<file path="config.mk">
export PLATFORM = sky130hd
export DESIGN_NAME = seconds_to_clock_segments
export DESIGN_NICKNAME = d
export VERILOG_FILES = /design/src/stcs_pkg.sv /design/src/seconds_to_clock_segments.sv /design/src/stcs_front.sv /design/src/stcs_queue.sv /design/src/stcs_back.sv
export SDC_FILE = /design/constraint.sdc
export NUM_CORES = 1
export LEC_CHECK = 0
export ABC_AREA = 1
export BUFFER_PORTS_ARGS = -buffer_cell sky130_fd_sc_hd__buf_2
export CAP_MARGIN = 0
export CORE_ASPECT_RATIO = 2
export CORE_MARGIN = 4
export CORE_UTILIZATION = 70
export CTS_CLUSTER_SIZE = 14
export DETAILED_ROUTE_END_ITERATION = 8
export PLACE_DENSITY = 0.88
export RECOVER_POWER = 100
export REMOVE_ABC_BUFFERS = 1
export SLEW_MARGIN = 40
export SYNTH_ARGS = -nofsm -noshare
export SYNTH_HDL_FRONTEND = slang
export SYNTH_SLANG_ARGS = --single-unit
</file>
<file path="constraint.sdc">
create_clock -name clk -period 17.2 [get_ports clk]
set_input_delay 0.86 -clock clk [delete_from_list [all_inputs] [get_ports clk]]
set_output_delay 0.86 -clock clk [all_outputs]
set_load 0.01 [all_outputs]
</file>
<file path="src/stcs_pkg.sv">
package stcs_pkg;

    localparam int unsigned NUM_DIGITS  = 4;
    localparam int unsigned DIGIT_IDX_W = 2;

    localparam logic [DIGIT_IDX_W-1:0] FIRST_DIGIT = 2'd0;
    localparam logic [DIGIT_IDX_W-1:0] LAST_DIGIT  = 2'd3;

    localparam logic [11:0] SECS_PER_HOUR = 12'd3600;
    localparam logic [5:0]  SECS_PER_MIN  = 6'd60;
    localparam logic [6:0]  HOUR_CAP      = 7'd99;
    localparam logic [3:0]  TEN           = 4'd10;
    localparam logic [7:0]  COLON_BIT     = 8'h80;
    localparam logic [7:0]  BLANK_CODE    = 8'h00;

    // Reciprocals for exact division by constants over the input ranges used.
    // hours   = ((t >> 4) * HOUR_RECIP) >> 36, t >> 4 below 2**28
    // minutes = (rem * MIN_RECIP) >> 18,       rem below 2**12
    // tens    = (v * TEN_RECIP) >> 11,         v below 2**7
    localparam logic [28:0] HOUR_RECIP = 29'd305419897;
    localparam logic [12:0] MIN_RECIP  = 13'd4370;
    localparam logic [7:0]  TEN_RECIP  = 8'd205;

    localparam logic [7:0] SEG_TABLE [16] = '{
        8'h3F, 8'h06, 8'h5B, 8'h4F, 8'h66, 8'h6D, 8'h7D, 8'h07,
        8'h7F, 8'h6F, 8'h00, 8'h00, 8'h00, 8'h00, 8'h00, 8'h00
    };

    localparam logic [6:0] ADDR_TABLE [NUM_DIGITS] = '{7'h68, 7'h6A, 7'h6C, 7'h6E};

    typedef struct packed {
        logic [3:0] hi_tens;
        logic [3:0] hi_ones;
        logic [3:0] lo_tens;
        logic [3:0] lo_ones;
    } digit_set_t;

    typedef struct packed {
        logic       valid;
        digit_set_t digits;
    } digit_item_t;

endpackage

</file>
<file path="src/seconds_to_clock_segments.sv">
// Seconds-to-clock-segments: push an elapsed time in whole seconds and pop four
// display-register writes, one per digit, at addresses 0x68, 0x6A, 0x6C, 0x6E;
// last_write marks the fourth. Under one hour the digits read MM:SS, otherwise
// HH:MM with hours capped at 99. A zero first digit is blanked and the second digit
// carries bit 7 for the colon. Sustained throughput is set by the result port,
// which moves one write per cycle while pop is held. A new item is taken every
// cycle until the digit queue and the six-stage front pipeline fill up; an item
// passes the front stages, the queue and the back's holding register on its way
// to the result ports. Reset clears all control state at once, with no clearing pass.
module seconds_to_clock_segments #(
    parameter int unsigned QUEUE_DEPTH = 4
) (
    input  logic        clk,
    input  logic        rst_n,
    input  logic        push,
    output logic        full,
    input  logic [31:0] elapsed_secs,
    output logic        empty,
    input  logic        pop,
    output logic [6:0]  digit_address,
    output logic [7:0]  segment_code,
    output logic        last_write
);
    import stcs_pkg::*;

    digit_item_t front_item;
    digit_item_t queue_item;
    logic        queue_full;
    logic        queue_pop;

    // Front: split the count into hours, minutes, seconds and the four digits.
    stcs_front u_front (
        .clk          (clk),
        .rst_n        (rst_n),
        .push         (push),
        .elapsed_secs (elapsed_secs),
        .full         (full),
        .item         (front_item),
        .queue_full   (queue_full)
    );

    // Queue: hold digit sets so the front keeps accepting while writes drain.
    stcs_queue #(
        .DEPTH (QUEUE_DEPTH)
    ) u_queue (
        .clk      (clk),
        .rst_n    (rst_n),
        .in_item  (front_item),
        .in_full  (queue_full),
        .out_item (queue_item),
        .out_pop  (queue_pop)
    );

    // Back: walk the four digits, map them to segments and present each write.
    stcs_back u_back (
        .clk           (clk),
        .rst_n         (rst_n),
        .q_item        (queue_item),
        .q_pop         (queue_pop),
        .empty         (empty),
        .pop           (pop),
        .digit_address (digit_address),
        .segment_code  (segment_code),
        .last_write    (last_write)
    );

endmodule

</file>
<file path="src/stcs_front.sv">
module stcs_front (
    input  logic                 clk,
    input  logic                 rst_n,
    input  logic                 push,
    input  logic [31:0]          elapsed_secs,
    output logic                 full,
    output stcs_pkg::digit_item_t item,
    input  logic                 queue_full
);
    import stcs_pkg::*;

    logic advance;

    logic [5:0] valid_reg, valid_next;

    // stage 1: raw count
    logic [31:0] t1_reg;
    // stage 2: hours
    logic [20:0] hours2_reg;
    logic [11:0] tlow2_reg;
    // stage 3: remainder within the hour
    logic [11:0] rem3_reg;
    logic        hzero3_reg;
    logic [6:0]  hcap3_reg;
    // stage 4: minutes
    logic [5:0]  min4_reg;
    logic [5:0]  remlow4_reg;
    logic        hzero4_reg;
    logic [6:0]  hcap4_reg;
    // stage 5: the two displayed pairs
    logic [6:0]  hi5_reg;
    logic [6:0]  lo5_reg;
    // stage 6: tens digits
    logic [3:0]  hi_tens6_reg;
    logic [3:0]  lo_tens6_reg;
    logic [3:0]  hi_low6_reg;
    logic [3:0]  lo_low6_reg;

    logic [56:0] hour_prod;
    logic [32:0] hour_back;
    logic [24:0] min_prod;
    logic [11:0] min_back;
    logic [5:0]  seconds;
    logic [14:0] hi_prod;
    logic [14:0] lo_prod;
    logic [7:0]  hi_back;
    logic [7:0]  lo_back;

    // Stall the whole line only when the last stage holds an item the queue cannot take.
    assign advance = !valid_reg[5] || !queue_full;
    assign full    = !advance;

    assign valid_next = {valid_reg[4:0], push};

    always_ff @(posedge clk or negedge rst_n)
    begin
        if (!rst_n)
        begin
            valid_reg <= '0;
        end
        else if (advance)
        begin
            valid_reg <= valid_next;
        end
    end

    assign hour_prod = 57'(t1_reg[31:4]) * 57'(HOUR_RECIP);
    assign hour_back = 33'(hours2_reg) * 33'(SECS_PER_HOUR);
    assign min_prod  = 25'(rem3_reg) * 25'(MIN_RECIP);
    assign min_back  = 12'(min4_reg) * 12'(SECS_PER_MIN);
    assign seconds   = remlow4_reg - min_back[5:0];
    assign hi_prod   = 15'(hi5_reg) * 15'(TEN_RECIP);
    assign lo_prod   = 15'(lo5_reg) * 15'(TEN_RECIP);
    assign hi_back   = 8'(hi_tens6_reg) * 8'(TEN);
    assign lo_back   = 8'(lo_tens6_reg) * 8'(TEN);

    always_ff @(posedge clk)
    begin
        if (advance)
        begin
            t1_reg       <= elapsed_secs;

            hours2_reg   <= hour_prod[56:36];
            tlow2_reg    <= t1_reg[11:0];

            rem3_reg     <= tlow2_reg - hour_back[11:0];
            hzero3_reg   <= (hours2_reg == '0);
            hcap3_reg    <= (hours2_reg > 21'(HOUR_CAP)) ? HOUR_CAP : hours2_reg[6:0];

            min4_reg     <= min_prod[23:18];
            remlow4_reg  <= rem3_reg[5:0];
            hzero4_reg   <= hzero3_reg;
            hcap4_reg    <= hcap3_reg;

            hi5_reg      <= hzero4_reg ? 7'(min4_reg) : hcap4_reg;
            lo5_reg      <= hzero4_reg ? 7'(seconds) : 7'(min4_reg);

            hi_tens6_reg <= hi_prod[14:11];
            lo_tens6_reg <= lo_prod[14:11];
            hi_low6_reg  <= hi5_reg[3:0];
            lo_low6_reg  <= lo5_reg[3:0];
        end
    end

    assign item.valid          = valid_reg[5];
    assign item.digits.hi_tens = hi_tens6_reg;
    assign item.digits.hi_ones = hi_low6_reg - hi_back[3:0];
    assign item.digits.lo_tens = lo_tens6_reg;
    assign item.digits.lo_ones = lo_low6_reg - lo_back[3:0];

endmodule

</file>
<file path="src/stcs_queue.sv">
module stcs_queue #(
    parameter int unsigned DEPTH = 4
) (
    input  logic                  clk,
    input  logic                  rst_n,
    input  stcs_pkg::digit_item_t in_item,
    output logic                  in_full,
    output stcs_pkg::digit_item_t out_item,
    input  logic                  out_pop
);
    import stcs_pkg::*;

    localparam int unsigned PTR_W = (DEPTH > 1) ? $clog2(DEPTH) : 1;
    localparam int unsigned CNT_W = $clog2(DEPTH + 1);

    digit_set_t mem [DEPTH];

    logic [PTR_W-1:0] wr_ptr_reg, wr_ptr_next;
    logic [PTR_W-1:0] rd_ptr_reg, rd_ptr_next;
    logic [CNT_W-1:0] count_reg, count_next;
    logic             do_push;
    logic             do_pop;

    assign in_full  = (count_reg == CNT_W'(DEPTH));
    assign do_push  = in_item.valid && !in_full;
    assign do_pop   = out_pop && (count_reg != '0);

    assign wr_ptr_next = (wr_ptr_reg == PTR_W'(DEPTH - 1)) ? '0 : wr_ptr_reg + 1'b1;
    assign rd_ptr_next = (rd_ptr_reg == PTR_W'(DEPTH - 1)) ? '0 : rd_ptr_reg + 1'b1;

    always_comb
    begin
        count_next = count_reg;
        unique case ({do_push, do_pop})
            2'b10:   count_next = count_reg + 1'b1;
            2'b01:   count_next = count_reg - 1'b1;
            default: count_next = count_reg;
        endcase
    end

    always_ff @(posedge clk or negedge rst_n)
    begin
        if (!rst_n)
        begin
            wr_ptr_reg <= '0;
            rd_ptr_reg <= '0;
            count_reg  <= '0;
        end
        else
        begin
            if (do_push)
            begin
                wr_ptr_reg <= wr_ptr_next;
            end
            if (do_pop)
            begin
                rd_ptr_reg <= rd_ptr_next;
            end
            count_reg <= count_next;
        end
    end

    always_ff @(posedge clk)
    begin
        if (do_push)
        begin
            mem[wr_ptr_reg] <= in_item.digits;
        end
    end

    assign out_item.valid  = (count_reg != '0);
    assign out_item.digits = mem[rd_ptr_reg];

endmodule

</file>
<file path="src/stcs_back.sv">
module stcs_back (
    input  logic                  clk,
    input  logic                  rst_n,
    input  stcs_pkg::digit_item_t q_item,
    output logic                  q_pop,
    output logic                  empty,
    input  logic                  pop,
    output logic [6:0]            digit_address,
    output logic [7:0]            segment_code,
    output logic                  last_write
);
    import stcs_pkg::*;

    logic                   valid_reg;
    logic [DIGIT_IDX_W-1:0] index_reg;
    digit_set_t             digits_reg;
    logic                   is_last;
    logic                   taken;
    logic [3:0]             cur_digit;

    assign is_last = (index_reg == LAST_DIGIT);
    assign taken   = valid_reg && pop;
    // Refill when idle or when the final write of the held item leaves.
    assign q_pop   = q_item.valid && (!valid_reg || (taken && is_last));

    always_ff @(posedge clk or negedge rst_n)
    begin
        if (!rst_n)
        begin
            valid_reg <= 1'b0;
            index_reg <= FIRST_DIGIT;
        end
        else if (q_pop)
        begin
            valid_reg <= 1'b1;
            index_reg <= FIRST_DIGIT;
        end
        else if (taken)
        begin
            if (is_last)
            begin
                valid_reg <= 1'b0;
            end
            index_reg <= index_reg + 1'b1;
        end
    end

    always_ff @(posedge clk)
    begin
        if (q_pop)
        begin
            digits_reg <= q_item.digits;
        end
    end

    always_comb
    begin
        unique case (index_reg)
            2'd0:    cur_digit = digits_reg.hi_tens;
            2'd1:    cur_digit = digits_reg.hi_ones;
            2'd2:    cur_digit = digits_reg.lo_tens;
            default: cur_digit = digits_reg.lo_ones;
        endcase
    end

    always_comb
    begin
        priority if (index_reg == FIRST_DIGIT && cur_digit == '0)
        begin
            segment_code = BLANK_CODE;
        end
        else if (index_reg == FIRST_DIGIT + 1'b1)
        begin
            segment_code = SEG_TABLE[cur_digit] | COLON_BIT;
        end
        else
        begin
            segment_code = SEG_TABLE[cur_digit];
        end
    end

    assign empty         = !valid_reg;
    assign digit_address = ADDR_TABLE[index_reg];
    assign last_write    = is_last;

endmodule

</file>
After elaboration in Yosys (flattened, before gate mapping)
Memories as Yosys holds them, arrays and structs flattened. A register that Yosys moved wholly into a read port is not among the register bits.
Index checks and enable logic that the tools add are counted.
- logic and storage cells: 95
- output and inout bits: 18
- memories: 2
- bits of input ports: 36
- flip-flop bits (word level): 151
- bits in read-only memories: 128
- memory bits (writable): 64
- memory list (memory ; words ; width ; read ports ; clocked after Yosys merged registers in ; write ports ; line ; text):
    (no name shown) ; 16 ; 8 ; 1 ; 0 ; 0 ; stcs_back.sv:74 ; segment_code = SEG_TABLE[cur_digit] | COLON_BIT;
    u_queue.mem ; 4 ; 16 ; 1 ; 1 ; 1 ; stcs_queue.sv:16 ; digit_set_t mem [DEPTH];
- add/subtract/negate cells: 9
- muxes and demuxes: 20
- bitwise operators: 2
- equal/unequal tests: 8
- magnitude comparators: 3
- multiply operators: 8
- reduce and logical (&&, ||, !) cells: 20
- operator list (operator ; number):
    28-bit by 29-bit multiplier with 57-bit output (second input constant) ; 1
    8-bit 2-to-1 mux ; 4
    7-bit by 8-bit multiplier with 15-bit output (second input constant) ; 2
    12-bit by 12-bit multiplier with 23-bit output (second input constant) ; 1
    21-bit by 7-bit > comparator with 1-bit output (second input constant) ; 1
    21-bit logical NOT ; 1
    21-bit by 8-bit multiplier with 8-bit output (second input constant) ; 1
    7-bit binary-select mux with 2-bit select ; 1
    7-bit 2-to-1 mux ; 2
    6-bit 2-to-1 mux ; 2
    4-bit one-hot mux with 3 select lines ; 1
    12-bit subtractor ; 1
    2-bit == test (second input constant) ; 5
    4-bit by 3-bit multiplier with 3-bit output (second input constant) ; 2
    2-bit 2-to-1 mux ; 4
    4-bit subtractor ; 2
    2-bit by 1-bit adder with 2-bit output (second input constant) ; 3
    1-bit logical AND ; 6
    6-bit by 4-bit multiplier with 4-bit output (second input constant) ; 1
    3-bit one-hot mux with 2 select lines ; 1
    2-bit nonzero test ; 3
    6-bit subtractor ; 1
    5-bit >= comparator (second input constant) ; 1
    1-bit 2-to-1 mux ; 5
    13 further kinds ; 18

Logic depth before layout (Yosys ltp)
Gate-level depths: netlist of the first run.
- word-level depth: 8
- gate-level depth with buffers: 26
- gate-level depth less buffers: 26

Modules after synthesis
From an unflattened synthesis of the first run, not the netlist that was laid out.
- cell total of the unflattened synthesis: 2814
- area total of the unflattened synthesis: 27078.5 sq um
- modules (own cells, without submodules) (module ; times used ; cells an instance ; area each (sq um) ; sequential area each (sq um)):
    stcs_front ; 1 ; 2448 ; 22664.2 ; 4174.0
    stcs_queue ; 1 ; 246 ; 3261.9 ; 2097.0
    stcs_back ; 1 ; 120 ; 1152.4 ; 555.5

Worst setup path before layout of the first run
No wires, ideal clock.
- kind: register to register
- start: register u_front.t1_reg[30]
- end: register u_front.hours2_reg[14] (data pin)
- arrival: 5491 ps
- library setup time: 253 ps
- path buffers: 0
- path slack: 11456 ps
- data required time: 16947 ps
- clock period less this slack: 5744 ps
- stages on the path, launching flop included: 21
- cell sequence: edfxtp_1 fa_1 inv_1 fa_1 inv_1 fa_1 fa_1 fa_1 fa_1 inv_1 fa_1 inv_1 ha_1 nand2_1 nor2_1 nand2_2 inv_2 nand4_1 o21a_1 nand4_1 nand2_1
- word-level cells in the longest chain between the ends: 1
- ends and longest elaborated chain (element ; line ; text):
    start, declared ; stcs_front.sv:17 ; logic [31:0] t1_reg;
    start signal, assigned ; stcs_front.sv:81 ; t1_reg <= elapsed_secs;
    28-bit by 29-bit multiplier with 57-bit output ; stcs_front.sv:67 ; assign hour_prod = 57'(t1_reg[31:4]) * 57'(HOUR_RECIP);
    via u_front.hour_prod[50] ; stcs_front.sv:39 ; logic [56:0] hour_prod;
    end signal, assigned ; stcs_front.sv:83 ; hours2_reg <= hour_prod[56:36];
    end, declared ; stcs_front.sv:19 ; logic [20:0] hours2_reg;
The timed path passes the listed nets, and every way through them passes these cells.
A chain may end at the register's enable or synchronous reset.

Final worst setup path of the first run
- start: register u_queue.count_reg[0]
- end: register u_front.t1_reg[11], enable pin
- word-level cells in the longest chain between the ends: 3
- ends and longest elaborated chain (element ; line ; text):
    start, declared ; stcs_queue.sv:20 ; logic [CNT_W-1:0] count_reg, count_next;
    start signal, assigned ; stcs_queue.sv:59 ; count_reg <= count_next;
    3-bit == test ; stcs_queue.sv:24 ; assign in_full = (count_reg == CNT_W'(DEPTH));
    1-bit logical NOT ; stcs_front.sv:50 ; assign advance = !valid_reg[5] || !queue_full;
    1-bit logical OR ; stcs_front.sv:50 ;
Every way passes these cells.

==> results.md, run 1 <==
* Routability cong. at 1.14
* Die width at 145 um
* CTS tree: built
* Core area at 0.0372 sq mm
* H-tree depth at 1
* Synthesized area per cell at 9.69 sq um
* Total negative slack at 0 ns
* Outcome: complete, but fails checks
* Fin crit share at 41.0%
* CP endpoint kind: register
* Number of setup violations in the final report at 0
* Share of cells above drive strength 1 at 4.15%
* Cts repair resizes at 0
* Die area at 0.0408 sq mm
* Drt drc at 0
* Worst Tran Pin Value at 4.54 ns
* Crit path kind: register to register
* Clk sinks at 230
* Most common cell after layout, fill and taps aside: inv_1
* Largest net degree at the start of global routing at 87
* Final non-filler cell total at 3,254
* Port bufs at 48
* Max-slew violation count at 147
* Clock latency on the worst-skew pair at between 0.5 and 0.6 ns
* DR WL/cell at 23.0 um
* Global-route wire length before repair at ~120,000 um
* Row cnt at 100
* Clock skew at 0.0249 ns
* Hpwl dp at 62,400 um
* EDFF count, synth at 214
* Commonest non-fill, non-tap cells in the layout: 704 x inv_1, 485 x ha_1, 345 x nand2_1, 295 x fa_1, 214 x edfxtp_1
* Crit path max fanout at 86
* Number of global-route vias before repair at 21,400
* # hold bufs at CTS at 0
* CTS root buf: clkbuf_16
* RSZ-0062 raised after global routing: false
* Total Wirelength at 74,800 um
* Number of diodes at 0
* Total Routing Usage GR at 37.6%
* Vias at about 19,000
* 1st-pass router iterations at 7
* Max reg flops at 64
* Synth Flop Type: edfxtp_1
* FILL cells at 2,572
* Fmax at roughly 140 MHz
* Num CTS Buffers at 24
* Ports at 54
* Yosys reg bits at 230
* Drt first-iter violations at 1,131
* Clock Tree Buf Depth at 3
* Synth warn at 0
* Final #Nets at 3,594
* Clk slew on worst S/H paths at 0.07 ns
* Worst EP required at 17.24 ns
* Hold Fails Final Rpt at 0
* Area growth, synth to finish at 5.68%
* Initial antenna violation count at 0
* Total gr overflow at 0
* Dpl cells at approximately 3,200
* CP Launch Type: register
* HP Class: primary input to async pin
* Failing checks: max-capacitance violations, max-slew violations
* Vias per inst at 5.89
* Cells after Synth at 2,708
* Post CTS Setup Buffer Count at 0
* Sequential-to-total area share from yosys stat at 26.0%
* Rel. slew slack at -203%
* Yosys cell types at 47
* Arr. time, crit path at 7.09 ns
* Detail Route Antenna Nets at 0
* Clock period minus worst slack at 7.05 ns
* Cell Area, Synth at 0.0262 sq mm
* Initial Util at 70.6%
* Maxcap violations at 3
* Post-synth ARST share at 6.96%
* DIE HEIGHT at 282 um
[layer usage]
metal	vias up	track usage [%]	share of wire, %
met1	9203	33.4	29
met2	782	69.1	53
met3	437	7.08	5.7
li1	8741	-	-
met4	0	37.1	13
met5	-	0	0
[kinds of logic (layout without fill, tap and decap cells)]
group	count (synthesis)	count (layout)	share of synthesized area, %
xor gates and xnor gates	39	39	1.30
and+or+nand+nor	646	646	10.7
other	2	5	0.0286
buffers and inverters	726	810	10.5
DFF	230	230	26.0
AOI/OAI and AO/OA	285	285	5.88
adders and majority gates	780	780	45.6
[cell usage after synthesis, types with 2 or more instances]
master,count,area (sq um)
ha_1,485,6070
nand2_1,344,1290
a21o_1,7,52.6
a22o_1,2,17.5
o21bai_1,12,90.1
nor4_1,4,25.0
xor2_1,21,184
nand3b_1,2,15.0
nor2_2,6,37.5
or2_2,10,62.6
a21boi_0,2,15.0
nand4_1,30,188
edfxtp_1,214,6430
nand3_1,46,230
nor2_1,158,593
and3_1,2,12.5
o21ai_1,2,10.0
conb_1,2,7.51
inv_1,703,2640
xnor2_1,18,158
a21oi_1,107,536
nor2_4,6,67.6
nand2_2,12,75.1
nor3_1,13,65.1
o22ai_1,18,113
o21ai_0,123,616
fa_1,295,5910
nor3_2,8,80.1
buf_4,5,37.5
dfrtp_1,16,400
a211oi_1,4,30.0
inv_2,8,30.0
clkbuf_1,9,33.8
[cell type report]
| cell class | instances | area, sq um | share of cell area (%) |
|---|---|---|---|
| Multi-Input combinational cell | 1755 | 16600 | 60.0 |
| Timing Repair Buffer | 56 | 251 | 0.907 |
| Sequential cell | 230 | 6830 | 24.6 |
| Tap cell | 459 | 574 | 2.07 |
| Inverter | 711 | 2670 | 9.62 |
| Clock inverter | 12 | 91.3 | 0.329 |
| Clock buffer | 31 | 668 | 2.41 |
[critical path, stage by stage (launching register included)]
cell and delay (ns):
dfrtp_1 0.39, nor2_1 0.09, nand3_1 1.02, clkbuf_1 1.62
clkbuf_1 3.27
[metrics by stage]
step           utilization [%]  hold WS [ns]  cell area (sq um)  setup slack (ns)
4_1_cts                   74.9         0.214              27800             10.65
3_3_place_gp              72.8         0.401              27100             10.69
2_1_floorplan                -         0.400              26200             11.46
3_5_place_dp              72.9         0.405              27100             10.67
5_1_grt                   74.6         0.429              27700              9.67
6_report                  74.6         0.404              27700             10.15
[worst paths after layout]
path | start | cells after the start | to | slack, ns
worst max-delay path | u_queue.count_reg[0] | 4 | u_front.t1_reg[11] | 10.15
worst min-delay path | rst_n | 1 | u_queue.count_reg[2] | 0.40
worst max register to register | u_queue.count_reg[0] | 4 | u_front.t1_reg[11] | 10.15
worst min register to register | u_front.tlow2_reg[3] | 0 | u_front.rem3_reg[3] | 0.42
max in group asynchronous | rst_n | 1 | u_front.valid_reg[3] | 16.25
min in group clk | u_front.tlow2_reg[3] | 0 | u_front.rem3_reg[3] | 0.42
Power of run 1 is left out: the tool's default activity adds up to more than one toggle a clock period on the data nets, which glitch-free logic cannot reach.
==> inputs of run 2 (changes only) <==
Settings changed: ABC_AREA 1 to 0, CORE_UTILIZATION 70 to 65, PLACE_DENSITY 0.88 to 0.82.
Clock period 17.2 ns to 6.52 ns, I/O delays scaled along.
==> run 2 against run 1 <==
Against the previous run:
- the run ends with negative setup slack left
- routed wire length shrank 14%
- core utilization grew 0.42 points
- critical path depth grew 17
- fmax grew 6.3%
- sequential cell count is the same
- die area shrank 0.27%
- first-iteration DRC count shrank 35%
- via count shrank 15%
- cell count shrank 15%
- clock skew shrank 0.011 ns
- global-route usage shrank 5.0 points
- critical path type unchanged
==> results.md, run 2 <==
* Outcome: complete, but fails checks
* Failing checks: negative setup slack
* Die width at 145 um (-0.13%)
* Cells after Synth at 2,074 (-23%)
* Most common cell after layout, fill and taps aside: inv_1
* Area of the multi-input gates at 0.0157 sq mm (-5.8%)
* Initial antenna violation count at 2 (+2)
* Detail Route Antenna Nets at 0 (unchanged)
* Core area at 0.0367 sq mm (-1.3%)
* Largest net degree at the start of global routing at 76 (-13%)
* Area contributors post-synth: edfxtp_1 26%, ha_1 25%, fa_1 24%
* CP Launch Type: register
* Synth warn at 0 (unchanged)
* Clk slew on worst S/H paths at 0.07 ns (about the same)
* Row cnt at 99 (-1.0%)
* Routability cong. at 1.04 (-8.8%)
* Final non-filler cell total at 2,767 (-15%)
* Max-slew violation count at 0 (-100%)
* Yosys top cell by area: edfxtp_1
* Synth Flop Type: edfxtp_1
* Rel. slew slack at 26.4% (+230 points)
* Port bufs at 48 (unchanged)
* Area growth, synth to finish at 13.2%
* R2r setup slk at -0.12 ns (-10.26 ns)
* Sequential-to-total area share from yosys stat at 28.1% (+2.1 points)
* Share of cells above drive strength 1 at 14.4% (+10 points)
* HP Class: primary input to register
* DIE HEIGHT at 281 um (-0.13%)
* Max reg flops at 64 (unchanged)
* GR peak layer: met2
* Met1 usage at 28.7% (-4.7 points)
* 1st-pass router iterations at 6 (-1)
* Post-synth ARST share at 6.96% (unchanged)
* Worst EP required at 6.90 ns (-10.34 ns)
* FF/Latch Area at 0.00683 sq mm (about the same)
* Vias at 16,200 (-15%)
* Clk sinks at 230 (unchanged)
* Ports at 54 (unchanged)
* Total negative slack at -0.484 ns (-0.484 ns)
* Worst Hold Margin at 0.108 ns (-0.295 ns)
* CP endpoint kind: register
* Clock Tree Buf Depth at 3 (unchanged)
* Most frequent cells after synthesis: 574 x inv_1, 485 x ha_1, 295 x fa_1
* Arr. time, crit path at 7.02 ns (-0.07 ns)
* Hpwl dp at 52,600 um (-16%)
* Drt drc at 0 (unchanged)
* DR WL/cell at 23.2 um (+0.90%)
* Fin crit share at 102% (+61 points)
* Number of setup violations in the final report at 8 (+8)
* H-tree depth at 1 (unchanged)
* Die area at 0.0407 sq mm (-0.27%)
* Synthesized area per cell at 11.7 sq um (+21%)
* Clock period minus worst slack at 6.64 ns (-0.416 ns)
* Global-route wire length before repair at 97,900 um (-15%)
* Cell Area, Synth at 0.0243 sq mm (-7.4%)
* RSZ-0062 raised after global routing: true
* Global routing usage on met2 at 60.5% (-8.5 points)
* Clock latency on the worst-skew pair at 0.56 ns (about the same)
* CTS tree: built
* Initial Util at 66.3% (-4.3 points)
* Vias per inst at 5.86 (-0.53%)
* Worst Tran Pin Value at 1.10 ns (-3.44 ns)
* Grt met3 use at 4.23% (-2.9 points)
* Total Wirelength at 64,200 um (-14%)
* Maxcap violations at 0 (-3)
* Total Routing Usage GR at 32.6% (-5.0 points)
* Final #Nets at 3,112 (-13%)
* Yosys cell types at 65 (+38%)
* Worst setup margin at -0.116 ns (-10.26 ns)
* Most frequent cell after synthesis: inv_1
* Hold Fails Final Rpt at 0 (unchanged)
* Clock skew at 0.0139 ns (-0.0110 ns)
* Drt first-iter violations at 734 (-35%)
* Dpl cells at 2,672 (-17%)
* FILL cells at 2,309 (-10%)
* Crit path max fanout at 4 (-95%)
* Synth top area share at 26.4% (+2.0 points)
* Crit path kind: register to register
* Total gr overflow at 0 (unchanged)
* Number of global-route vias before repair at 18,500 (-14%)
* Num CTS Buffers at 23 (-4.2%)
* Yosys reg bits at 230 (unchanged)
* EDFF count, synth at 214 (unchanged)
* CTS root buf: clkbuf_16
* Fmax at 151 MHz (+6.3%)
* Commonest non-fill, non-tap cells in the layout: 561 x inv_1, 467 x ha_1, 279 x fa_1, 214 x edfxtp_1, 117 x buf_4
[run 2: final cells by class]
class / instances / share of cell area (%)
flip-flops and latches: 230 / 24.8
inverters: 574 / 7.85
repair buffers: 209 / 5.60
diodes: 2 / 0.0182
clock buffers: 28 / 2.16
well taps: 454 / 2.06
clock inverters: 12 / 0.500
multi-input cells: 1258 / 57.0
[run 2: kinds of logic (layout without fill, tap and decap cells)]
family | after synthesis | count (layout) | synth area share, %
XOR/XNOR | 57 | 57 | 2.05
flip-flops | 230 | 230 | 28.1
multiplexers | 37 | 37 | 2.44
AO/OA/AOI/OAI | 189 | 189 | 5.06
other | 2 | 7 | 0.0309
AND/OR/NAND/NOR | 190 | 190 | 3.85
buffers and inverters | 589 | 823 | 9.19
adder cells (fa/ha/maj) | 780 | 780 | 49.3
[run 2: layer usage]
| layer | vias up | part of all wire (%) |
|---|---|---|
| li1 | 7204 | - |
| met1 | 7928 | 29 |
| met2 | 701 | 54 |
| met3 | 375 | 4.4 |
| met4 | 0 | 13 |
| met5 | - | 0 |
[run 2: final timing paths]
check	startpoint	end	cells after the start
worst max-delay path	u_front.t1_reg[29]	u_front.hours2_reg[18]	21
worst min-delay path	elapsed_secs[16]	u_front.t1_reg[16]	1
worst max register to register	u_front.t1_reg[29]	u_front.hours2_reg[18]	21
worst min register to register	u_front.hzero3_reg	u_front.hzero4_reg	0
max in group asynchronous	rst_n	u_queue.rd_ptr_reg[0]	2
min in group asynchronous	rst_n	u_back.index_reg[1]	2
[run 2: metrics by stage]
step	utilization (%)	instance area [sq um]	setup WS [ns]
6_report	75.0	27500	-0.116
5_1_grt	75.0	27500	-0.283
3_3_place_gp	70.6	25900	-0.000471
3_5_place_dp	70.6	25900	-0.117
4_1_cts	73.7	27000	-0.0489
2_1_floorplan	-	24200	0.0611
[run 2: worst max-delay path: stages (launching register included)]
cell and delay (ns):
edfxtp_1 0.44, fa_2 0.66, inv_2 0.05, fa_2 0.54, inv_2 0.04, fa_1 0.47, fa_2 0.56, fa_2 0.45
fa_1 0.53, inv_2 0.04, fa_1 0.52, inv_2 0.05, ha_4 0.23, buf_4 0.14, nand2_1 0.08, o21ai_1 0.09
a31oi_1 0.26, o22ai_2 0.16, o41a_4 0.39, or2_4 0.27, a2111o_1 0.39, o311ai_2 0.09
[run 2: repair_timing]
action | in CTS | in global routing
endpoints found under the hold margin | 47 | 0
cloned | 0 | 0
gates resized for setup | 15 | 79
endpoints found under the setup margin | 13 | 18
setup buffers | 2 | 19
pin swaps | 10 | 68
hold buffers | 32 | 0
Power of run 2 is left out for the same reason.
==> inputs of run 3 (changes only) <==
Settings changed: ABC_CLOCK_PERIOD_IN_PS set to 6790, SKIP_LAST_GASP set to 1.
Clock period 6.52 ns to 6.79 ns, I/O delays scaled along.
==> run 3 against run 2 <==
Against the previous run:
- the flow finishes with violations (max-capacitance violations, max-slew violations)
- largest cell class unchanged
- sequential cell count stayed put
- register-to-register slack better by 0.21 ns
- final area is 3.0% lower
- sequential share of layout area is 0.76 points higher
- global-route usage is 1.7 points lower
- clock skew is 0.0069 ns higher
- core utilization is 2.2 points lower
- clock-buffer cell count is 1 higher
- hold slack worse by 0.086 ns
- critical endpoint is now u_front.hours2_reg[10]
- highest routed layer unchanged
- critical path type unchanged
- critical path depth is 1 lower
- cell count is 2.2% lower
==> results.md, run 3 (synthesis results as in run 2) <==
* Outcome: complete, but fails checks
* Vias per inst at 5.79 (-1.1%)
* Initial antenna violation count at 2 (unchanged)
* Drt drc at 0 (unchanged)
* Max-slew violation count at 137 (+137)
* Commonest non-fill, non-tap cells in the layout: 573 x inv_1, 472 x ha_1, 292 x fa_1, 214 x edfxtp_1, 67 x a21oi_1
* Port bufs at 48 (unchanged)
* CTS root buf: clkbuf_16
* Fin crit share at 98.7% (-3.1 points)
* Fmax at 149 MHz (-0.94%)
* Clock skew at 0.0208 ns (+0.00688 ns)
* Detail Route Antenna Nets at 0 (unchanged)
* Hpwl dp at 51,000 um (-2.9%)
* Largest net degree at the start of global routing at 75 (-1.3%)
* Die width at 145 um (unchanged)
* Arr. time, crit path at 6.99 ns (-0.03 ns)
* Worst Tran Pin Value at 2.70 ns (+1.59 ns)
* Maxcap violations at 2 (+2)
* Clk slew on worst S/H paths at 0.07 ns (about the same)
* DIE HEIGHT at 281 um (unchanged)
* Initial Util at 66.3% (unchanged)
* Global-route wire length before repair at 93,300 um (-4.7%)
* Die area at 0.0407 sq mm (unchanged)
* Crit path max fanout at 5 (+1)
* CTS tree: built
* Area growth, synth to finish at 9.87%
* Crit path kind: register to register
* Number of global-route vias before repair at 17,800 (-3.5%)
* Ports at 54 (unchanged)
* Most common cell after layout, fill and taps aside: inv_1
* CP endpoint kind: register
* HP Class: primary input to register
* Crit path depth at 20 (-4.8%)
* Worst r2r src: u_front.t1_reg[22]
* Crit path buffers/inverters at 4 (-1)
* Num CTS Buffers at 23 (unchanged)
* Number of setup violations in the final report at 0 (-8)
* DR WL/cell at 22.1 um (-4.8%)
* Total Wirelength at 59,800 um (-6.9%)
* Max reg flops at 64 (unchanged)
* CP Launch Type: register
* Core area at 0.0367 sq mm (unchanged)
* Clock Tree Buf Depth at 3 (unchanged)
* Cells on worst reg2reg path at 20 (-4.8%)
* Drt first-iter violations at 604 (-18%)
* Vias at 15,700 (-3.2%)
* Hold Fails Final Rpt at 0 (unchanged)
* Max stage delay on crit path at 0.56 ns (-0.10 ns)
* Failing checks: max-capacitance violations, max-slew violations
* Crit path max-delay cell type: fa_1
* Final non-filler cell total at 2,707 (-2.2%)
* 1st-pass router iterations at 5 (-1)
* Row cnt at 99 (unchanged)
* Share of cells above drive strength 1 at 9.06% (-5.3 points)
* Final #Nets at 3,052 (-1.9%)
* RSZ-0062 raised after global routing: true
* Total Routing Usage GR at 30.9% (-1.7 points)
* R2R Path End: u_front.hours2_reg[10]
* Worst setup startpoint: u_front.t1_reg[22]
* Setup crit end: u_front.hours2_reg[10]
* Clock latency on the worst-skew pair at 0.56 ns (about the same)
* R2r setup slk at 0.09 ns (+0.21 ns)
* Clk sinks at 230 (unchanged)
* Rel. slew slack at -80.8% (-110 points)
* Worst EP required at 7.08 ns (+0.18 ns)
* Dpl cells at 2,613 (-2.2%)
* Routability cong. at 1.03 (-0.68%)
* Top delay family on crit path: adder cells
* Total gr overflow at 0 (unchanged)
* CP dominant cell by count: fa_1
* Crit-path cells: ha_1 > inv_1 > fa_1 > inv_1 > fa_1 > fa_1 > fa_1 > inv_1 > fa_1 > inv_1 > fa_1 > ha_1 > a211oi_1 > o21ai_1 > a22oi_1 > o221ai_1 > a221oi_2 > o21ai_1 > a221oi_2 > xnor2_1
* Clock period minus worst slack at 6.70 ns (+0.0632 ns)
* H-tree depth at 1 (unchanged)
-- run 3: changes by cell type in the layout (fill, tap and decap cells not counted), sizes merged --
| cell | before | now |
|---|---|---|
| clkbuf | 47 | 58 |
| buf | 158 | 89 |
| dlygate4sd3 | 32 | 31 |
| bufinv | 2 | 1 |
-- run 3: worst register-to-register path: cells and delay by family, from the launching register on --
| kind | cells | cell delay (ns) |
|---|---|---|
| xor+xnor | 1 | 0.10 |
| fa+ha+maj | 8 | 3.87 |
| compound gates | 7 | 1.64 |
| flops | 1 | 0.52 |
| buf+inv | 4 | 0.31 |
-- run 3: worst min path at each step --
stage,to,start,cells past startpoint
detailed placement,u_back.index_reg[1],rst_n,1
finish,u_front.valid_reg[0],push,2
CTS,u_front.t1_reg[23],elapsed_secs[23],1
floorplan,u_back.index_reg[0],rst_n,0
global route,u_front.valid_reg[0],push,2
global placement,u_back.index_reg[1],rst_n,1
-- run 3: stage by stage --
step | area [sq um] | hold slack (ns) | utilization [%] | setup TNS (ns) | worst slack (ns)
floorplan | 24200 | 0.0439 | - | 0 | 0.331
global placement | 25400 | 0.266 | 69.3 | 0 | 0.0930
detailed placement | 25400 | 0.266 | 69.3 | 0 | 0.0241
CTS | 26400 | 0.00109 | 72.1 | 0 | 0.000476
global route | 26700 | 0.0201 | 72.8 | -0.355 | -0.191
finish | 26700 | 0.0229 | 72.8 | 0 | 0.0910
-- run 3: area by class of cell --
type	count	area [sq um]
inverter	574	2160
timing repair buffer	149	1030
clock inverter	11	105
antenna	2	5.00
clock buffer	29	598
tap	454	568
sequential	230	6830
multi-input combinational	1258	15400
fill	2496	9970
-- run 3: metal layers --
layer / vias up / part of all wire, % / GRT usage [%]
li1: 7097 / - / -
met1: 7815 / 29 / 27.9
met2: 473 / 56 / 58.1
met3: 300 / 3.2 / 3.11
met4: 0 / 12 / 27.6
met5: - / 0 / 0
-- run 3: what timing repair did --
item / 4_1_cts / 5_1_grt
hold endpoints to repair: 46 / 0
hold buffers: 31 / 0
pin swaps: 0 / 18
resized for setup: 0 / 28
endpoints found under the setup margin: 1 / 13
buffers inserted: 2 / 19
Power of run 3 is left out for the same reason.
